[config.mk]
export PLATFORM = sky130hd
export DESIGN_NAME = stps_ctrl
export DESIGN_NICKNAME = d
export VERILOG_FILES = /design/src/stps_pkg.sv /design/src/stps_ctrl.sv
export SDC_FILE = /design/constraint.sdc
export NUM_CORES = 1
export LEC_CHECK = 0
export BUFFER_PORTS_ARGS = -buffer_cell sky130_fd_sc_hd__buf_2
export CORE_ASPECT_RATIO = 0.9
export CORE_MARGIN = 3
export CORE_UTILIZATION = 43
export CTS_CLUSTER_SIZE = 24
export DETAILED_ROUTE_END_ITERATION = 10
export PLACE_DENSITY = 0.78
export SETUP_SLACK_MARGIN = 0.1
export SLEW_MARGIN = 20
export SYNTH_ARGS = -nofsm -noshare
export SYNTH_HDL_FRONTEND = slang
export SYNTH_SLANG_ARGS = --single-unit
[constraint.sdc]
create_clock -name clk -period 2.3 [get_ports clk]
set_input_delay 0 -clock clk [delete_from_list [all_inputs] [get_ports clk]]
set_output_delay 0 -clock clk [all_outputs]
set_load 0.02 [all_outputs]
[src/stps_pkg.sv]
// Shared types and codes for the search task priority scheduler.
// No dependencies; imported by stps_ctrl, stps_dp, the top level and stps_chk.
`timescale 1ns / 1ps
package stps_pkg;

  localparam logic [1:0] OP_PUSH   = 2'd0;
  localparam logic [1:0] OP_POP    = 2'd1;
  localparam logic [1:0] OP_RECORD = 2'd2;
  localparam logic [1:0] OP_SPARE  = 2'd3;

  localparam logic [1:0] ST_OK    = 2'd0;
  localparam logic [1:0] ST_EMPTY = 2'd1;
  localparam logic [1:0] ST_FULL  = 2'd2;

  localparam logic [1:0] CFG_LINES   = 2'd0;
  localparam logic [1:0] CFG_PRIO    = 2'd1;
  localparam logic [1:0] CFG_WORKERS = 2'd2;

  localparam int TASK_W = 28;
  localparam int CELL_W = 23;

  localparam logic signed [22:0] SCORE_FLOOR = {1'b1, 22'd0};

  typedef struct packed {
    logic [15:0] tag;
    logic [5:0]  line;
    logic [5:0]  depth;
  } task_t;

  typedef struct packed {
    logic clr_step;
    logic capture;
    logic decode;
    logic push_wr;
    logic rec_wr;
    logic div_load;
    logic div_step;
    logic div_fin;
    logic task_got;
    logic cell_eval;
    logic rank_rd;
    logic rank_got;
    logic rank_judge;
    logic next_task;
    logic sel;
    logic out_got;
    logic shift_rd;
    logic shift_wr;
    logic pop_fin;
    logic res_load;
  } cmd_t;

  typedef struct packed {
    logic       clr_last;
    logic [1:0] op;
    logic       full;
    logic       empty;
    logic       div_skip;
    logic       div_last;
    logic       low_hit;
    logic       cand;
    logic       rank_last;
    logic       scan_last;
    logic       shift_done;
    logic       out_free;
  } sts_t;

endpackage

[src/stps_ctrl.sv]
// Sequencing state machine of the scheduler: issues commands to the datapath.
// Depends on stps_pkg.
`timescale 1ns / 1ps
module stps_ctrl (
  input  logic          clk,
  input  logic          rst,
  input  logic          in_valid,
  output logic          in_ready,
  input  stps_pkg::sts_t sts,
  output stps_pkg::cmd_t cmd
);
  import stps_pkg::*;

  localparam logic [4:0] S_CLEAR  = 5'd0;
  localparam logic [4:0] S_IDLE   = 5'd1;
  localparam logic [4:0] S_DEC    = 5'd2;
  localparam logic [4:0] S_PUSHW  = 5'd3;
  localparam logic [4:0] S_REC    = 5'd4;
  localparam logic [4:0] S_DIVLD  = 5'd5;
  localparam logic [4:0] S_DIV    = 5'd6;
  localparam logic [4:0] S_DIVFIN = 5'd7;
  localparam logic [4:0] S_TRD    = 5'd8;
  localparam logic [4:0] S_TGOT   = 5'd9;
  localparam logic [4:0] S_CEVAL  = 5'd10;
  localparam logic [4:0] S_RRD    = 5'd11;
  localparam logic [4:0] S_RGOT   = 5'd12;
  localparam logic [4:0] S_RJ     = 5'd13;
  localparam logic [4:0] S_NEXT   = 5'd14;
  localparam logic [4:0] S_SEL    = 5'd15;
  localparam logic [4:0] S_OGOT   = 5'd16;
  localparam logic [4:0] S_SHR    = 5'd17;
  localparam logic [4:0] S_SHW    = 5'd18;
  localparam logic [4:0] S_FIN    = 5'd19;
  localparam logic [4:0] S_DONE   = 5'd20;

  logic [4:0] state;
  logic [4:0] state_next;

  assign in_ready = (state == S_IDLE);

  always_ff @(posedge clk) begin
    if (rst) begin
      state <= S_CLEAR;
    end else begin
      state <= state_next;
    end
  end

  always_comb begin
    cmd        = '0;
    state_next = state;
    unique case (state)
      S_CLEAR: begin
        cmd.clr_step = 1'b1;
        if (sts.clr_last) state_next = S_IDLE;
      end
      S_IDLE: begin
        if (in_valid) begin
          cmd.capture = 1'b1;
          state_next  = S_DEC;
        end
      end
      S_DEC: begin
        cmd.decode = 1'b1;
        case (sts.op)
          OP_PUSH:   state_next = sts.full ? S_DONE : S_PUSHW;
          OP_POP:    state_next = sts.empty ? S_DONE : S_TRD;
          OP_RECORD: state_next = S_REC;
          default:   state_next = S_DONE;
        endcase
      end
      S_PUSHW: begin
        cmd.push_wr = 1'b1;
        state_next  = S_DONE;
      end
      S_REC: begin
        cmd.rec_wr = 1'b1;
        state_next = S_DIVLD;
      end
      S_DIVLD: begin
        cmd.div_load = 1'b1;
        state_next   = sts.div_skip ? S_DONE : S_DIV;
      end
      S_DIV: begin
        cmd.div_step = 1'b1;
        if (sts.div_last) state_next = S_DIVFIN;
      end
      S_DIVFIN: begin
        cmd.div_fin = 1'b1;
        state_next  = S_DONE;
      end
      S_TRD: begin
        state_next = S_TGOT;
      end
      S_TGOT: begin
        cmd.task_got = 1'b1;
        state_next   = sts.low_hit ? S_SEL : S_CEVAL;
      end
      S_CEVAL: begin
        cmd.cell_eval = 1'b1;
        state_next    = sts.cand ? S_RRD : S_NEXT;
      end
      S_RRD: begin
        cmd.rank_rd = 1'b1;
        state_next  = S_RGOT;
      end
      S_RGOT: begin
        cmd.rank_got = 1'b1;
        state_next   = sts.rank_last ? S_RJ : S_RRD;
      end
      S_RJ: begin
        cmd.rank_judge = 1'b1;
        state_next     = S_NEXT;
      end
      S_NEXT: begin
        cmd.next_task = 1'b1;
        state_next    = sts.scan_last ? S_SEL : S_TRD;
      end
      S_SEL: begin
        cmd.sel    = 1'b1;
        state_next = S_OGOT;
      end
      S_OGOT: begin
        cmd.out_got = 1'b1;
        state_next  = S_SHR;
      end
      S_SHR: begin
        if (sts.shift_done) begin
          state_next = S_FIN;
        end else begin
          cmd.shift_rd = 1'b1;
          state_next   = S_SHW;
        end
      end
      S_SHW: begin
        cmd.shift_wr = 1'b1;
        state_next   = S_SHR;
      end
      S_FIN: begin
        cmd.pop_fin = 1'b1;
        state_next  = S_DONE;
      end
      S_DONE: begin
        if (sts.out_free) begin
          cmd.res_load = 1'b1;
          state_next   = S_IDLE;
        end
      end
      default: state_next = S_IDLE;
    endcase
  end

endmodule

==> flow_summary.toml <==
[synth]
synth_top_area_share_pct = 14.8
synthTopCellsByArea = "dfxtp_1, nor2_1, nor3_1"
synth_seq_area_share_pct = 14.8
yosys_warnings = 0
yosysUniqueCellTypes = 43
syn_nets = 119
synth-edff-count = 0
netlist_area_sq_um = 676
synth.avg_cell_area_sq_um = 6.56
synth_cells = 103
yosysTopAreaCell = "dfxtp_1"
ys_ff_latch = 5
ys_async_sr_fraction_pct = 0
yosys_most_used_dff = "dfxtp_1"

[finish]
top_register = "state"
drive_above_1_share_pct = 34.5
n_antenna_cell = 0
layout_commonest_cell = "buf_2"
fin_util_pct = 66.3
syn_to_final_growth_pct = 32.6
top_regs = "state (5)"
fin_nets = 156
largest_register_ffs = 5
layout_common_cells = "buf_2, nor2_1, nor3_1"

[floorplanning]
num_rows = 12
die_w_microns = 47.8
io_pins = 37
die_area_sq_um = 2080
initial_utilization_pct = 50.0
core-area_sq_um = 1350
die_y_microns = 43.6

[timing]
hold_viol_final = 0
worstMarginPinSlew_ns = 0.561
period_needed_ns = 2.11
finalClockSkew_ns = 0.00844
slew_violations = 0
relSlewSlack_pct = 62.5
fin_crit_sh_pct = 91.6
finalSetupViolations = 0
fmax_ghz = 0.475

[min_path]
min-delay-path-class = "input pin to flop"

[clocking]
numCtsBuffers = 3
cts-root-buf = "clkbuf_4"
clock-sinks = 5
cts_buffer_depth = 2
htreeDepth = 1
path_clk_slew_ns = 0.05
clk-insertion-delay-late_ns = 0.25
cts_tree = "done"

[job]
cap_violations = 0

[worst_setup_path]
path_max_fanout = 17
max_stage_delay_ns = 0.65
cp_data_arrival_time_ns = 2.28
cp-end-kind = "flop"
cp.required_ns = 2.48
cpLargestDelayFamily = "compound AO/OA/AOI/OAI gates"
cp_slowest_cell = "dfxtp_1"
timing.critical_path.buf_inv = 0
crit_type = "flop to flop"
cp_cell_sequence = "nand3b_1 -> a2111oi_1 -> a221oi_1 -> a211o_1 -> a21oi_1"
start_kind = "flop"

[routing]
viasPerCell = 6.18
final_antenna_net_count = 0
drc = 0
first_pass_iters = 6
routed_wl_microns = 2300
wl_per_cell_microns = 15.0
dr.first_iter.drc_count = 69
num_vias = 945

[grt]
grt_usage_pct = 21.4
grt_pass1_vias = 752
gr-total-overflow = 0
antenna_found_initial = 0
grt_pass1_wl_microns = 3240
grt_max_degree = 18

[placement]
gp_congestion = 0.932
port_buffers = 36
dp_hpwl_microns = 1720

[run_status]
status = "finished, final reports clean"

[power_and_ir_drop]
vdd_drop_max_mv = 0.471
total_power_w = 0.000449
power.density_nw_per_um2 = 501
leakage_nw = 0.403
path summary, 6_finish.rpt:
| path | startpoint | to | slack (ns) | cells past startpoint |
|---|---|---|---|---|
| max | state[1]$_SDFFE_PP0P_ | state[1]$_SDFFE_PP0P_ | 0.19 | 5 |
| min | sts[7] | state[4]$_SDFFE_PP0P_ | 0.09 | 3 |
| max reg2reg | state[1]$_SDFFE_PP0P_ | state[1]$_SDFFE_PP0P_ | 0.19 | 5 |
| min reg2reg | state[2]$_SDFFE_PP0P_ | state[2]$_SDFFE_PP0P_ | 0.63 | 2 |
routing by layer:
metal / part of all wire [%] / GRT usage (%)
met1: 42 / 28.1
met2: 43 / 32.2
met3: 11 / 6.22
met4: 3.2 / 8.60
met5: 0 / 0
repair_timing:
item / CTS / global route
setup endpoints to repair: 0 / 1
hold endpoints to repair: 4 / 0
resized for setup: 0 / 1
hold buffers: 1 / 0
buffers inserted: 0 / 0
cell families (layout without fill, tap and decap cells):
| logic type | Yosys count | after routing | share of synthesized area (%) |
|---|---|---|---|
| and+or+nand+nor | 53 | 53 | 43.3 |
| AOI/OAI and AO/OA | 29 | 29 | 30.6 |
| buffers and inverters | 14 | 50 | 8.33 |
| DFF | 5 | 5 | 14.8 |
| muxes | 2 | 2 | 2.96 |
report_power, final:
group          internal [W]  switching (W)  total (W)
clock             0.0000659      0.0000411   0.000107
sequential        0.0000950      0.0000301   0.000125
combinational     0.0000867       0.000130   0.000217
total              0.000248       0.000201   0.000449
final cells by class:
class                           count  area (sq um)
Inverter                            7          26.3
Tap cell                           14          17.5
Sequential cell                     5           100
Fill cell                         128           455
Timing Repair Buffer               39           205
Multi-Input combinational cell     84           520
Clock buffer                        4          26.3
Yosys cell counts, types with 2 or more instances:
library cell / instances
nor2_1: 17
nor3_1: 9
a21oi_1: 7
inv_1: 7
dfxtp_1: 5
nand2b_1: 5
nand2_1: 4
buf_2: 3
clkbuf_1: 3
nor4_1: 3
o21ai_0: 3
a22oi_1: 2
a31oi_1: 2
mux2i_1: 2
nand3b_1: 2
nor2b_1: 2
per-stage QoR:
stage / setup slack (ns) / TNS (ns) / cell area (sq um) / instances / hold WS [ns]
finish: 0.193 / 0 / 896 / 153 / 0.0861
global route: -0.0134 / -0.0134 / 896 / 153 / 0.0965
CTS: 0.281 / 0 / 895 / 153 / 0.0812
detailed placement: 0.296 / 0 / 858 / 148 / 0.245
global placement: 0.405 / 0 / 858 / 148 / 0.239
floorplan: 0.562 / 0 / 676 / 103 / 0.0662
worst min-delay path: stages:
cell and delay [ns]:
buf_2 0.09, a21oi_1 0.06, a31oi_1 0.15
Power figures use the tool's default switching activity.
